## src/sv/pngcsp_pkg.sv

```systemverilog
`timescale 1ns / 1ps
// ----------------------------------------------------------------------------
// PNG chunk stream parser package
// Parse phases, event codes, chunk kinds and the PNG signature bytes.
// ----------------------------------------------------------------------------
package pngcsp_pkg;

  // Parse phase, one-hot
  typedef enum logic [6:0] {
    PH_SIG  = 7'b0000001,
    PH_LEN  = 7'b0000010,
    PH_TYPE = 7'b0000100,
    PH_DATA = 7'b0001000,
    PH_CRC  = 7'b0010000,
    PH_DONE = 7'b0100000,
    PH_HALT = 7'b1000000
  } phase_t;

  // Event reported with every byte
  typedef enum logic [3:0] {
    EV_BUSY      = 4'd0,
    EV_SIG_OK    = 4'd1,
    EV_TYPE_DONE = 4'd2,
    EV_LEN_READY = 4'd3,
    EV_CHUNK_END = 4'd4,
    EV_IEND_END  = 4'd5,
    EV_BAD_SIG   = 4'd6,
    EV_BAD_TYPE  = 4'd7,
    EV_AFTER_END = 4'd8
  } event_t;

  // Chunk kind
  typedef enum logic [1:0] {
    KIND_IHDR    = 2'd0,
    KIND_IDAT    = 2'd1,
    KIND_IEND    = 2'd2,
    KIND_UNKNOWN = 2'd3
  } kind_t;

  localparam logic [31:0] TYPE_IHDR = 32'h4948_4452;
  localparam logic [31:0] TYPE_IDAT = 32'h4944_4154;
  localparam logic [31:0] TYPE_IEND = 32'h4945_4E44;

  localparam int unsigned SIG_LEN = 8;
  localparam int unsigned FIELD_LEN = 4;

  // PNG file signature, byte by byte
  function automatic logic [7:0] sig_byte(input logic [2:0] idx);
    logic [7:0] val;
    unique case (idx)
      3'd0: val = 8'h89;
      3'd1: val = 8'h50;
      3'd2: val = 8'h4e;
      3'd3: val = 8'h47;
      3'd4: val = 8'h0d;
      3'd5: val = 8'h0a;
      3'd6: val = 8'h1a;
      3'd7: val = 8'h0a;
      default: val = 8'h00;
    endcase
    return val;
  endfunction

endpackage

```

## src/sv/png_chunk_stream_parser.sv

```systemverilog
`timescale 1ns / 1ps
// ----------------------------------------------------------------------------
// PNG chunk stream parser
// Checks the PNG signature, frames chunks by their length field, classifies
// the chunk type and captures image width and height from IHDR.
// ----------------------------------------------------------------------------
// Usage:
//   in_*  : one file byte per request; in_tuser set on the first byte of a
//           file restarts parsing from the signature.
//   out_* : one result per input byte: event code and chunk kind in out_tuser,
//           chunk length, image width and height in out_tdata.
//   A byte lands in the input register when it is accepted; its result is
//   then registered in the result register, which raises out_tvalid, as
//   soon as that register is free. The state update is a single pass of logic on the
//   input register; one byte per cycle is sustained while the receiver
//   takes results.
//   When the receiver stalls, the result register holds and the input
//   register fills; in_tready then drops until out_tready returns.
//   Reset (rst_n low, synchronous) empties both registers and returns the
//   parser to the signature phase with length, type, kind, width and height
//   cleared. A bad signature or unknown chunk type halts the parser; it and
//   every byte after IEND then report "byte after end" until restart.
// ----------------------------------------------------------------------------
module png_chunk_stream_parser (
  input  logic        clk,
  input  logic        rst_n,
  input  logic        in_tvalid,
  output logic        in_tready,
  input  logic [7:0]  in_tdata,   // [7:0] data_byte
  input  logic        in_tuser,   // [0] start_of_file
  output logic        out_tvalid,
  input  logic        out_tready,
  output logic [95:0] out_tdata,  // [31:0] chunk_length, [63:32] image_width,
                                  // [95:64] image_height
  output logic [5:0]  out_tuser   // [3:0] event_res, [5:4] chunk_kind
);
  import pngcsp_pkg::*;

  // Input register
  logic        in_vld_r;
  logic [7:0]  in_byte_r;
  logic        in_sof_r;

  // Parser state
  phase_t      phase_r, phase_nxt;
  logic [31:0] pos_r, pos_nxt;
  logic [31:0] len_r, len_nxt;
  logic [31:0] typ_r, typ_nxt;
  kind_t       kind_r, kind_nxt;
  logic [31:0] wid_r, wid_nxt;
  logic [31:0] hgt_r, hgt_nxt;

  // Result register
  logic        out_vld_r;
  event_t      ev_r, ev_nxt;
  kind_t       okind_r;
  logic [31:0] olen_r, owid_r, ohgt_r;

  // State seen by the current byte, after an optional restart
  phase_t      ph_c;
  logic [31:0] pos_c, len_c, typ_c, wid_c, hgt_c, pos_inc;
  kind_t       kind_c;
  logic [31:0] typ_shift;

  logic        out_adv;
  logic        process;

  assign out_adv   = !out_vld_r || out_tready;
  assign process   = in_vld_r && out_adv;
  assign in_tready = !in_vld_r || out_adv;

  // Apply restart, then advance the parser by one byte
  always_comb begin
    ph_c    = in_sof_r ? PH_SIG : phase_r;
    pos_c   = in_sof_r ? '0 : pos_r;
    len_c   = in_sof_r ? '0 : len_r;
    typ_c   = in_sof_r ? '0 : typ_r;
    kind_c  = in_sof_r ? KIND_IHDR : kind_r;
    wid_c   = in_sof_r ? '0 : wid_r;
    hgt_c   = in_sof_r ? '0 : hgt_r;
    pos_inc = pos_c + 32'd1;
    typ_shift = {typ_c[23:0], in_byte_r};

    phase_nxt = ph_c;
    pos_nxt   = pos_c;
    len_nxt   = len_c;
    typ_nxt   = typ_c;
    kind_nxt  = kind_c;
    wid_nxt   = wid_c;
    hgt_nxt   = hgt_c;
    ev_nxt    = EV_BUSY;

    unique case (ph_c)
      PH_SIG: begin
        if (in_byte_r != sig_byte(pos_c[2:0])) begin
          ev_nxt    = EV_BAD_SIG;
          phase_nxt = PH_HALT;
        end else if (pos_c >= 32'(SIG_LEN - 1)) begin
          ev_nxt    = EV_SIG_OK;
          phase_nxt = PH_LEN;
          pos_nxt   = '0;
        end else begin
          pos_nxt = pos_inc;
        end
      end
      PH_LEN: begin
        len_nxt = {len_c[23:0], in_byte_r};
        if (pos_c >= 32'(FIELD_LEN - 1)) begin
          ev_nxt    = EV_LEN_READY;
          phase_nxt = PH_TYPE;
          pos_nxt   = '0;
        end else begin
          pos_nxt = pos_inc;
        end
      end
      PH_TYPE: begin
        typ_nxt = typ_shift;
        if (pos_c >= 32'(FIELD_LEN - 1)) begin
          pos_nxt = '0;
          priority if (typ_shift == TYPE_IHDR) kind_nxt = KIND_IHDR;
          else if (typ_shift == TYPE_IDAT) kind_nxt = KIND_IDAT;
          else if (typ_shift == TYPE_IEND) kind_nxt = KIND_IEND;
          else kind_nxt = KIND_UNKNOWN;
          if (kind_nxt == KIND_UNKNOWN) begin
            ev_nxt    = EV_BAD_TYPE;
            phase_nxt = PH_HALT;
          end else begin
            ev_nxt    = EV_TYPE_DONE;
            phase_nxt = (len_c == '0) ? PH_CRC : PH_DATA;
          end
        end else begin
          pos_nxt = pos_inc;
        end
      end
      PH_DATA: begin
        // Shift the first eight IHDR bytes into width, then height
        if (kind_c == KIND_IHDR) begin
          if (pos_c < 32'd4) begin
            wid_nxt = {wid_c[23:0], in_byte_r};
          end else if (pos_c < 32'd8) begin
            hgt_nxt = {hgt_c[23:0], in_byte_r};
          end
        end
        if (pos_inc == len_c) begin
          phase_nxt = PH_CRC;
          pos_nxt   = '0;
        end else begin
          pos_nxt = pos_inc;
        end
      end
      PH_CRC: begin
        if (pos_c >= 32'(FIELD_LEN - 1)) begin
          pos_nxt = '0;
          if (kind_c == KIND_IEND) begin
            ev_nxt    = EV_IEND_END;
            phase_nxt = PH_DONE;
          end else begin
            ev_nxt    = EV_CHUNK_END;
            phase_nxt = PH_LEN;
          end
        end else begin
          pos_nxt = pos_inc;
        end
      end
      PH_DONE, PH_HALT: begin
        ev_nxt = EV_AFTER_END;
      end
      default: begin
        ev_nxt = EV_AFTER_END;
      end
    endcase
  end

  // Control registers
  always_ff @(posedge clk) begin
    if (!rst_n) begin
      in_vld_r  <= 1'b0;
      out_vld_r <= 1'b0;
      phase_r   <= PH_SIG;
      pos_r     <= '0;
      len_r     <= '0;
      typ_r     <= '0;
      kind_r    <= KIND_IHDR;
      wid_r     <= '0;
      hgt_r     <= '0;
    end else begin
      if (in_tready) begin
        in_vld_r <= in_tvalid;
      end
      if (process) begin
        out_vld_r <= 1'b1;
      end else if (out_tready) begin
        out_vld_r <= 1'b0;
      end
      if (process) begin
        phase_r <= phase_nxt;
        pos_r   <= pos_nxt;
        len_r   <= len_nxt;
        typ_r   <= typ_nxt;
        kind_r  <= kind_nxt;
        wid_r   <= wid_nxt;
        hgt_r   <= hgt_nxt;
      end
    end
  end

  // Payload registers
  always_ff @(posedge clk) begin
    if (in_tready && in_tvalid) begin
      in_byte_r <= in_tdata;
      in_sof_r  <= in_tuser;
    end
    if (process) begin
      ev_r    <= ev_nxt;
      okind_r <= kind_nxt;
      olen_r  <= len_nxt;
      owid_r  <= wid_nxt;
      ohgt_r  <= hgt_nxt;
    end
  end

  assign out_tvalid = out_vld_r;
  assign out_tdata  = {ohgt_r, owid_r, olen_r};
  assign out_tuser  = {okind_r, ev_r};

  // Data phase never runs past the chunk length
  a_data_in_range: assert property (@(posedge clk) disable iff (!rst_n)
    phase_r == PH_DATA |-> pos_r < len_r)
    else $error("data byte position past chunk length");

  // An unknown kind always halts the parser
  a_unknown_halts: assert property (@(posedge clk) disable iff (!rst_n)
    kind_r == KIND_UNKNOWN |-> phase_r == PH_HALT)
    else $error("unknown chunk kind without halt");

  // Width changes only from IHDR data or a restart
  a_width_hold: assert property (@(posedge clk) disable iff (!rst_n)
    !(process && (phase_r == PH_DATA || in_sof_r)) |=> $stable(wid_r))
    else $error("image width changed outside IHDR data");

  // A result is taken from the input register only when one is present
  a_result_source: assert property (@(posedge clk) disable iff (!rst_n)
    (!out_vld_r && !in_vld_r) |=> !out_vld_r)
    else $error("result appeared without an input byte");

endmodule
```

## config.mk

```make
export PLATFORM = sky130hd
export DESIGN_NAME = png_chunk_stream_parser
export DESIGN_NICKNAME = d
export VERILOG_FILES = /design/src/sv/pngcsp_pkg.sv /design/src/sv/png_chunk_stream_parser.sv
export SDC_FILE = /design/constraint.sdc
export NUM_CORES = 1
export LEC_CHECK = 0
export BUFFER_PORTS_ARGS = -buffer_cell sky130_fd_sc_hd__buf_2
export CAP_MARGIN = 20
export CORE_UTILIZATION = 35
export CTS_BUF_LIST = sky130_fd_sc_hd__clkbuf_8
export DETAILED_ROUTE_END_ITERATION = 8
export PLACE_DENSITY = 0.59
export RECOVER_POWER = 50
export SKIP_CTS_REPAIR_TIMING = 1
export SYNTH_ARGS = -nofsm -noshare
export SYNTH_HDL_FRONTEND = slang
export SYNTH_SLANG_ARGS = --single-unit
```

## constraint.sdc

```tcl
create_clock -name clk -period 5.4 [get_ports clk]
set_input_delay 0.27 -clock clk [delete_from_list [all_inputs] [get_ports clk]]
set_output_delay 0.27 -clock clk [all_outputs]
set_load 0.01 [all_outputs]
```

==> results.ini, run 1 <==
[synthesis]
netlist_area_sq_um=13300
syn-num-nets=1510
netlist_top_cells_count=nand2_1 (255), nor2_1 (179), dfxtp_1 (163), a21oi_1 (131), edfxtp_1 (111)
synth_most_common_cell=nand2_1
synthDominantCellAreaShare_pct=25.1
ys.flop_type=dfxtp_1
ys_seq_elements=274
synth_edf_count=111
ys_seq_area_share_pct=49.6
synth.area.top_cells=edfxtp_1 (25%), dfxtp_1 (25%), nand2_1 (7.2%)
yosys_warnings=0
syn_inst=1497
synth_top_area_cell=edfxtp_1
async_flop_share_pct=0
synth_cell_types=74
avgSynthCellArea_sq_um=8.88

[setup_path]
max_stage_delay_ns=0.76
cp.required_ns=5.91
cp_top_family=buffers and inverters
cp_num_buf_inv=4
critPathMaxFanout=44
startpoint_type=flop
cp-end-kind=flop
crit_chain=clkbuf_1 -> buf_4 -> buf_4 -> o21ai_0 -> o21ai_0 -> o2111ai_1 -> o21ai_1 -> o21ai_1 -> buf_4 -> and2_1 -> a31o_2 -> a22o_1
cp.arrival_ns=5.25
critical_path_class=reg2reg
crit_top_cell=buf_4
crit_slowest_cell=edfxtp_1

[power]
clkPwrFrac_pct=44.1
combPwrFrac_pct=6.1
switchingPower_mw=1.13
swShare_pct=25.0
p_total_mw=4.51
p_leak_nw=5.49
cellPowerDensity_nw_per_um2=296
ir_drop_mv=0.121
internal_power_mw=3.38
pwr-share-seq_pct=49.8

[sta]
post-route-min-period_ns=4.74
tns_ns=0
max_freq_ghz=0.211
hold_violations=0
tightest_slew_ns=3.71
fin_skew_ns=0.0311
setup_violations=0
rsz0062_at_grt=false
maxSlewViolCount=327
relSlewSlack_pct=-147
post-route-period-util_pct=87.8

[min_path]
hp-class=in2reg

[clock_tree]
clk_pin_slew_worst_paths_ns=0.06
cts.path.max_buffers=3
cts_tree=built
cts_buffers=48
clock_latency_ns=0.63
h-tree-depth=2
cts-root-buf=clkbuf_8
clock_sinks=274

[grt]
grtUsageTotal_pct=20.6
grt_pass1_wl_mm=62.3
antenna_found_initial=0
grt_pass1_vias=10800
grt_max_degree=95
grt_overflow=0

[detailed_routing]
drtIter0Drc=907
wl_per_cell_um=18.9
avgViaCountPerCell=5.48
drc_errors=0
firstDrtPassIters=5
via_count=11700
ant_nets=0
wirelength_mm=40.4

[floorplan]
die-height_um=197
die_x_um=197
num_io_pins=117
start_util_pct=35.5
dieArea_sq_um=38800
core_area_sq_um=37500
num_rows=71

[cells_and_area]
post_route_cells_drive_above_1_share_pct=8.09
n_antenna_cell=0
multi_input_area_sq_um=6170
area_growth_syn_to_layout_pct=14.7
regArea_sq_um=6600
nFillCells=3842
fin_nets=1593

[placement]
dp_hpwl_mm=26.9
gp_congestion=0.918
io_buffers=116

[run_status]
violations=capacitance limit, slew limit
status=finished with violations

[job]
cap_violations=5

-- final timing paths --
| kind | depth (start not counted) | to | start | slack [ns] |
|---|---|---|---|---|
| worst min register to register | 2 | wid_r[24] | wid_r[24] | 0.46 |
| worst min-delay path | 3 | phase_r[0] | rst_n | 0.20 |
| worst max-delay path | 12 | pos_r[15] | in_sof_r | 0.66 |
| worst max register to register | 12 | pos_r[15] | in_sof_r | 0.66 |
-- stage by stage --
stage               cell area, sq um  util, %  hold slack [ns]  worst slack, ns  cells
floorplan                      13300        -            0.369            0.899   1497
detailed placement             14300     38.1            0.449            0.937   2030
finish                         15200     40.6            0.197            0.661   2131
global route                   15200     40.6            0.194            0.372   2131
CTS                            15300     40.8           -0.203            0.923   2120
global placement               14300     38.1            0.442            0.987   2030
-- tightest hold or removal path, stage by stage --
cell and delay [ns]:
buf_2 0.09, buf_4 0.26, o21ai_0 0.12
-- cell type report --
type	instances	area share [%]
sequential	274	43.3
multi-input combinational	1083	40.5
clock buffer	64	5.78
timing repair buffer	151	4.72
tap	511	4.20
clock inverter	26	0.920
inverter	22	0.575
-- flip-flops by register name, summed over array words and instances, names as in the netlist --
register and cells:
ev_r 4, hgt_r 32, in_byte_r 8, in_sof_r 1, in_vld_r 1, kind_r 2
len_r 32, ohgt_r 32, okind_r 2, olen_r 32, out_tvalid 1, owid_r 32
phase_r 7, pos_r 32, typ_r 24, wid_r 32
-- kinds of logic after synthesis --
logic type / synth area share [%]
compound gates: 13.6
xor+xnor: 2.64
buf+inv: 4.10
flops: 49.6
mux: 5.76
simple gates: 24.3
-- cell usage in the layout, fill, tap and decap left out, types with 27 or more instances in the layout --
cell type,count
clkbuf_8,64
nand3_1,41
inv_1,34
clkbuf_1,109
nand4_1,27
a22oi_1,30
nand2_1,255
nor3_1,41
nor2_1,178
a21oi_1,131
dfxtp_1,163
edfxtp_1,111
mux2i_1,75
-- routing by layer --
metal  vias up  share of wire [%]  track usage (%)
li1       5544                  -                -
met1      5666                 46             29.5
met2       403                 45             31.1
met3        58                6.7             3.68
met4         0                2.2             7.32
met5         -                  0                0
-- power by group through the flow --
stage	registers, mW	clock network (mW)	logic, mW
3_5_place_dp	2.29	0	0.278
6_report	2.24	1.99	0.275
2_1_floorplan	2.29	0	0.162
3_3_place_gp	2.28	0	0.276
4_1_cts	2.24	2.05	0.279
5_1_grt	2.25	2.15	0.301
Note: power is estimated with default switching activity, not from simulation.
==> run 2, diff against run 1 <==
- ABC_AREA: not set -> 1
- PLACE_DENSITY: 0.59 -> 0.58
==> run 2 against run 1 <==
Effect of this change: the run still ends with capacitance limit, slew limit left; power grew 14%; worst hold slack worse by 0.18 ns; cell area rose by 12%; sequential share of layout area fell by 4.6 points.
==> results.ini, run 2 <==
[run_status]
status=finished with violations
violations=capacitance limit, slew limit

[grt]
grt_pass1_wl_mm=71.7  ; +15%
grt_pass1_vias=13100  ; +22%
grt_max_degree=151  ; +59%
grtUsageTotal_pct=20.5  ; -0.16 points
grt_overflow=0  ; unchanged
antenna_found_initial=1  ; +1

[setup_path]
cp-end-kind=flop
rrSetupSlack_ns=1.24  ; +0.58 ns
cp.required_ns=5.97  ; +0.06 ns
cp.arrival_ns=4.83  ; -0.42 ns
max_stage_delay_ns=1.81  ; +1.05 ns
worstSetupStartpoint=rst_n
cp_num_buf_inv=4  ; unchanged
critical_path_class=in2reg
crit_slowest_cell=clkinvlp_2
critPathMaxFanout=71  ; +61%
crit_chain=buf_2 -> clkinvlp_2 -> clkbuf_2 -> a21oi_1 -> o21ai_0 -> inv_1
cp_top_family=buffers and inverters
reg2reg_from=in_sof_r
startpoint_type=primary input

[floorplan]
num_io_pins=117  ; unchanged
core_area_sq_um=42200  ; +13%
die_x_um=210  ; +6.5%
die-height_um=210  ; +6.5%
start_util_pct=35.7  ; +0.27 points
num_rows=75  ; +5.6%
dieArea_sq_um=43900  ; +13%

[cells_and_area]
fin_nets=2272  ; +43%
n_antenna_cell=0  ; unchanged
area_growth_syn_to_layout_pct=13.1
final_cell_mix=nand2_1 (478), inv_1 (390), o21ai_0 (222), nor2_1 (206), nand3_1 (193)
post_route_cells_drive_above_1_share_pct=6.74  ; -1.4 points
final_common_cell=nand2_1

[synthesis]
async_flop_share_pct=0  ; unchanged
syn_inst=2174  ; +45%
synth_edf_count=111  ; unchanged
ys.flop_type=dfxtp_1
synth_most_common_cell=nand2_1
netlist_area_sq_um=15100  ; +13%
yosys_warnings=0  ; unchanged
syn-num-nets=2187  ; +45%
synth_cell_types=41  ; -45%
synth_top_area_cell=edfxtp_1
netlist_top_cells_count=nand2_1 (481), inv_1 (375), o21ai_0 (222), nor2_1 (206), nand3_1 (193)
avgSynthCellArea_sq_um=6.94  ; -22%
ys_seq_elements=274  ; unchanged
synthDominantCellAreaShare_pct=22.1  ; -3.0 points
synth.area.top_cells=edfxtp_1 (22%), dfxtp_1 (22%), nand2_1 (12%)
ys_seq_area_share_pct=43.7  ; -5.9 points

[detailed_routing]
wl_met1_mm=20.6  ; +10%
wl_per_cell_um=16.0  ; -15%
drc_errors=0  ; unchanged
ant_nets=0  ; unchanged
avgViaCountPerCell=5.07  ; -7.5%
dr_wl_met3_mm=2.72  ; +0.85%
via_count=14400  ; +23%
wl_met2_mm=21.0  ; +16%
drtIter0Drc=1122  ; +24%
wirelength_mm=45.5  ; +13%
firstDrtPassIters=5  ; unchanged
top_layer=met4

[placement]
io_buffers=116  ; unchanged
pre_cts_ws_ns=1.43  ; +0.492 ns
gp_congestion=0.910  ; -0.84%
dp_hpwl_mm=30.3  ; +13%

[power]
p_total_mw=5.16  ; +14%
ir_drop_mv=0.138  ; +14%
p_leak_nw=8.04  ; +46%
cellPowerDensity_nw_per_um2=302  ; +2.1%

[clock_tree]
cts.path.max_buffers=3  ; unchanged
cts_tree=built
cts_buffers=50  ; +4.2%
clock_latency_ns=0.63  ; about the same
h-tree-depth=2  ; unchanged
cts-root-buf=clkbuf_8
clk_pin_slew_worst_paths_ns=0.06  ; about the same
clock_sinks=274  ; unchanged

[sta]
setup_slack_ns=1.14  ; +0.478 ns
fin_skew_ns=0.0308  ; -0.000251 ns
max_freq_ghz=0.235  ; +11%
post-route-min-period_ns=4.26  ; -0.478 ns
relSlewSlack_pct=-24.9  ; +120 points
rsz0062_at_grt=false
setup_violations=0  ; unchanged
post-route-period-util_pct=78.9  ; -8.8 points
tightest_slew_ns=1.86  ; -1.84 ns
tns_ns=0  ; unchanged
hold_violations=0  ; unchanged
maxSlewViolCount=211  ; -35%

[min_path]
hp-class=in2reg
min_from=out_tready

[job]
cap_violations=3  ; -2

run 2: changes by cell type in the layout (fill, tap and decap cells not counted), moves of 22 or more:
cell / delta
nor2_1: +28
a22oi_1: -29
nand3_2: +22
or3_1: -24
xnor2_1: -26
a21oi_1: +27
mux2i_1: -75
nor3_1: -25
nand2_1: +223
nand3_1: +152
inv_1: +356
o21ai_0: +196
run 2: cell families after synthesis:
family                 after synthesis  share of synthesized area [%]
AO/OA/AOI/OAI                      411                           14.1
AND/OR/NAND/NOR                    984                           28.7
flip-flops                         274                           43.7
XOR/XNOR                             8                          0.556
buffers and inverters              497                           12.9
run 2: final timing paths:
kind                end  cells past startpoint
max           len_r[26]                      6
min          out_tvalid                      4
min reg2reg   typ_r[21]                      2
max reg2reg  phase_r[3]                     11
run 2: per-layer routing:
| layer | global-route usage, % | up-vias |
|---|---|---|
| met5 | 0 | - |
| met4 | 6.95 | 0 |
| met3 | 3.89 | 74 |
| met2 | 33.4 | 444 |
| met1 | 27.2 | 6694 |
| li1 | - | 7179 |
run 2: stage by stage:
stage / area, sq um / hold slack [ns] / instances / utilization (%)
floorplan: 15100 / 0.369 / 2174 / -
global placement: 16000 / 0.447 / 2734 / 37.9
detailed placement: 16000 / 0.448 / 2734 / 37.9
CTS: 17100 / -0.215 / 2828 / 40.5
global route: 17100 / 0.0116 / 2840 / 40.4
finish: 17100 / 0.0205 / 2840 / 40.4
run 2: layout make-up:
class                      instances  area (sq um)
fill                            4474         25200
sequential                       274          6600
multi-input combinational       1403          6550
inverter                         389          1470
clock buffer                      59           812
tap                              539           674
timing repair buffer             141           664
clock inverter                    35           300
run 2: worst min-delay path: stages:
cell,delay (ns)
buf_2,0.07
inv_1,0.04
nand2_1,0.12
a21oi_1,0.08
run 2: power by group:
part | switching (mW) | internal (mW)
Clock | 0.944 | 1.24
Combinational | 0.455 | 0.177
Sequential | 0.0604 | 2.28
Total | 1.46 | 3.70
==> run 3, diff against run 2 <==
- PLACE_DENSITY: 0.58 -> 0.6
- clock period: 5.4 -> 3.5 ns (I/O delays scaled with it)
==> run 3 against run 2 <==
Effect of this change: the run still ends with capacitance limit, slew limit left; flip-flop and latch count unchanged; register-to-register slack worse by 1.0 ns; clock power up 40%; non-clock buffer count up 18; utilization up 0.25 points; sequential power up 54%; first-iteration DRC count down 0.89%; power up 49%; die area unchanged; cell area up 0.62%; largest power group unchanged; highest routed layer unchanged.
==> results.ini, run 3 (synthesis gave the netlist of run 2 again) <==
[sta]
setup_slack_ns=0.225  ; -0.914 ns
relSlewSlack_pct=-29.3  ; -4.4 points
fin_skew_ns=0.0420  ; +0.0112 ns
maxSlewViolCount=238  ; +13%
hold_violations=0  ; unchanged
post-route-period-util_pct=93.6
setup_violations=0  ; unchanged
max_freq_ghz=0.305
tns_ns=0  ; unchanged
rsz0062_at_grt=false
tightest_slew_ns=1.94  ; +0.0768 ns
post-route-min-period_ns=3.28

[setup_path]
startpoint_type=flop
rrSetupSlack_ns=0.22  ; -1.02 ns
critPathMaxFanout=83  ; +17%
r2r_end=ohgt_r[30]
rr_worst_depth=11  ; unchanged
reg2reg_from=in_sof_r
cp.required_ns=3.86  ; -2.11 ns
cp-end-kind=flop
critical_path_class=reg2reg
cp.arrival_ns=3.64  ; -1.19 ns

[detailed_routing]
via_count=14500  ; +0.55%
drtIter0Drc=1112  ; -0.89%
firstDrtPassIters=5  ; unchanged
wirelength_mm=46.0  ; +0.99%
avgViaCountPerCell=5.06  ; -0.12%
ant_nets=0  ; unchanged
wl_per_cell_um=16.1  ; +0.31%
drc_errors=0  ; unchanged

[cells_and_area]
area_growth_syn_to_layout_pct=13.8
design_area_sq_um=17200  ; +0.62%
final_common_cell=nand2_1
post_route_cells_drive_above_1_share_pct=7.16  ; +0.42 points
fin_nets=2291  ; +0.84%
final_cell_mix=nand2_1 (479), inv_1 (393), o21ai_0 (222), nor2_1 (205), nand3_1 (193)
final_util_pct=40.7  ; +0.25 points
n_antenna_cell=0  ; unchanged

[placement]
dp_hpwl_mm=30.8  ; +1.6%
pre_cts_ws_ns=0.234  ; -1.19 ns
gp_congestion=0.959  ; +5.3%
dpl-instance-area_sq_um=16200  ; +1.5%
io_buffers=116  ; unchanged

[grt]
grtUsageTotal_pct=20.7  ; +0.19 points
use_met1_pct=27.8  ; +0.61 points
grt_pass1_wl_mm=72.4  ; +0.93%
grt_max_degree=170  ; +13%
grt_util_met2_pct=32.6  ; -0.82 points
grt_pass1_vias=13300  ; +1.5%
use_met3_pct=3.25  ; -0.64 points
grt_overflow=0  ; unchanged
antenna_found_initial=0  ; -1
top_usage_layer=met2

[power]
ir_drop_mv=0.244  ; +77%
p_leak_nw=8.12  ; +1.0%
cellPowerDensity_nw_per_um2=447  ; +48%

[min_path]
hold-path-endpoint=typ_r[8]
hp-class=in2reg
hold_depth=4  ; unchanged
min_from=rst_n

[clock_tree]
h-tree-depth=2  ; unchanged
cts-root-buf=clkbuf_8
clk_pin_slew_worst_paths_ns=0.06  ; about the same
cts_tree=built
clock_latency_ns=0.65  ; +0.02 ns
cts.path.max_buffers=3  ; unchanged
clock_sinks=274  ; unchanged
cts_buffers=51  ; +2.0%

[floorplan]
num_rows=75  ; unchanged
dieArea_sq_um=43900  ; unchanged
die_x_um=210  ; unchanged
die-height_um=210  ; unchanged
start_util_pct=35.7  ; unchanged
num_io_pins=117  ; unchanged
core_area_sq_um=42200  ; unchanged

[run_status]
violations=capacitance limit, slew limit
status=finished with violations

[job]
cap_violations=3  ; unchanged

run 3: worst max path at each step:
stage,start,to,depth (start not counted)
after floorplan,out_tvalid,ev_r[0],5
after global placement,in_sof_r,pos_r[2],19
after detailed placement,in_sof_r,pos_r[0],21
after CTS,in_sof_r,pos_r[29],12
after global routing,in_sof_r,phase_r[4],22
final,in_sof_r,ohgt_r[30],11
run 3: layout make-up:
| type | count | area (sq um) |
|---|---|---|
| multi-input cells | 1403 | 6550 |
| well taps | 539 | 674 |
| flip-flops and latches | 274 | 6600 |
| fillers | 4415 | 25100 |
| inverters | 389 | 1470 |
| repair buffers | 159 | 891 |
| clock buffers | 56 | 771 |
| clock inverters | 39 | 220 |
run 3: stage by stage:
stage	instances	hold WS, ns	power [mW]
floorplan	2174	0.274	4.34
global placement	2752	0.358	4.66
global route	2859	0.203	8.02
CTS	2847	-0.304	7.77
finish	2859	0.181	7.68
detailed placement	2752	0.356	4.68
run 3: routing by layer:
metal  vias to the layer above  part of all wire (%)
li1                       7215                     -
met1                      6696                    46
met2                       466                    45
met3                        93                   5.9
met4                         0                   3.6
met5                         -                     0
run 3: power by group:
part	switching [mW]	total (mW)	internal, mW
logic	0.713	1.01	0.297
registers	0.0917	3.61	3.51
clock network	1.44	3.06	1.62
total	2.25	7.68	5.43
run 3: critical path, stage by stage, from the launching register on:
cell and delay [ns]:
edfxtp_1 0.44, buf_12 0.34, nor2_1 0.28, inv_1 0.21, nand4_1 0.12, nor2_1 0.22, nand3_1 0.24, inv_1 0.15
nand3_2 0.25, buf_12 0.26, o21ai_0 0.28, inv_1 0.08
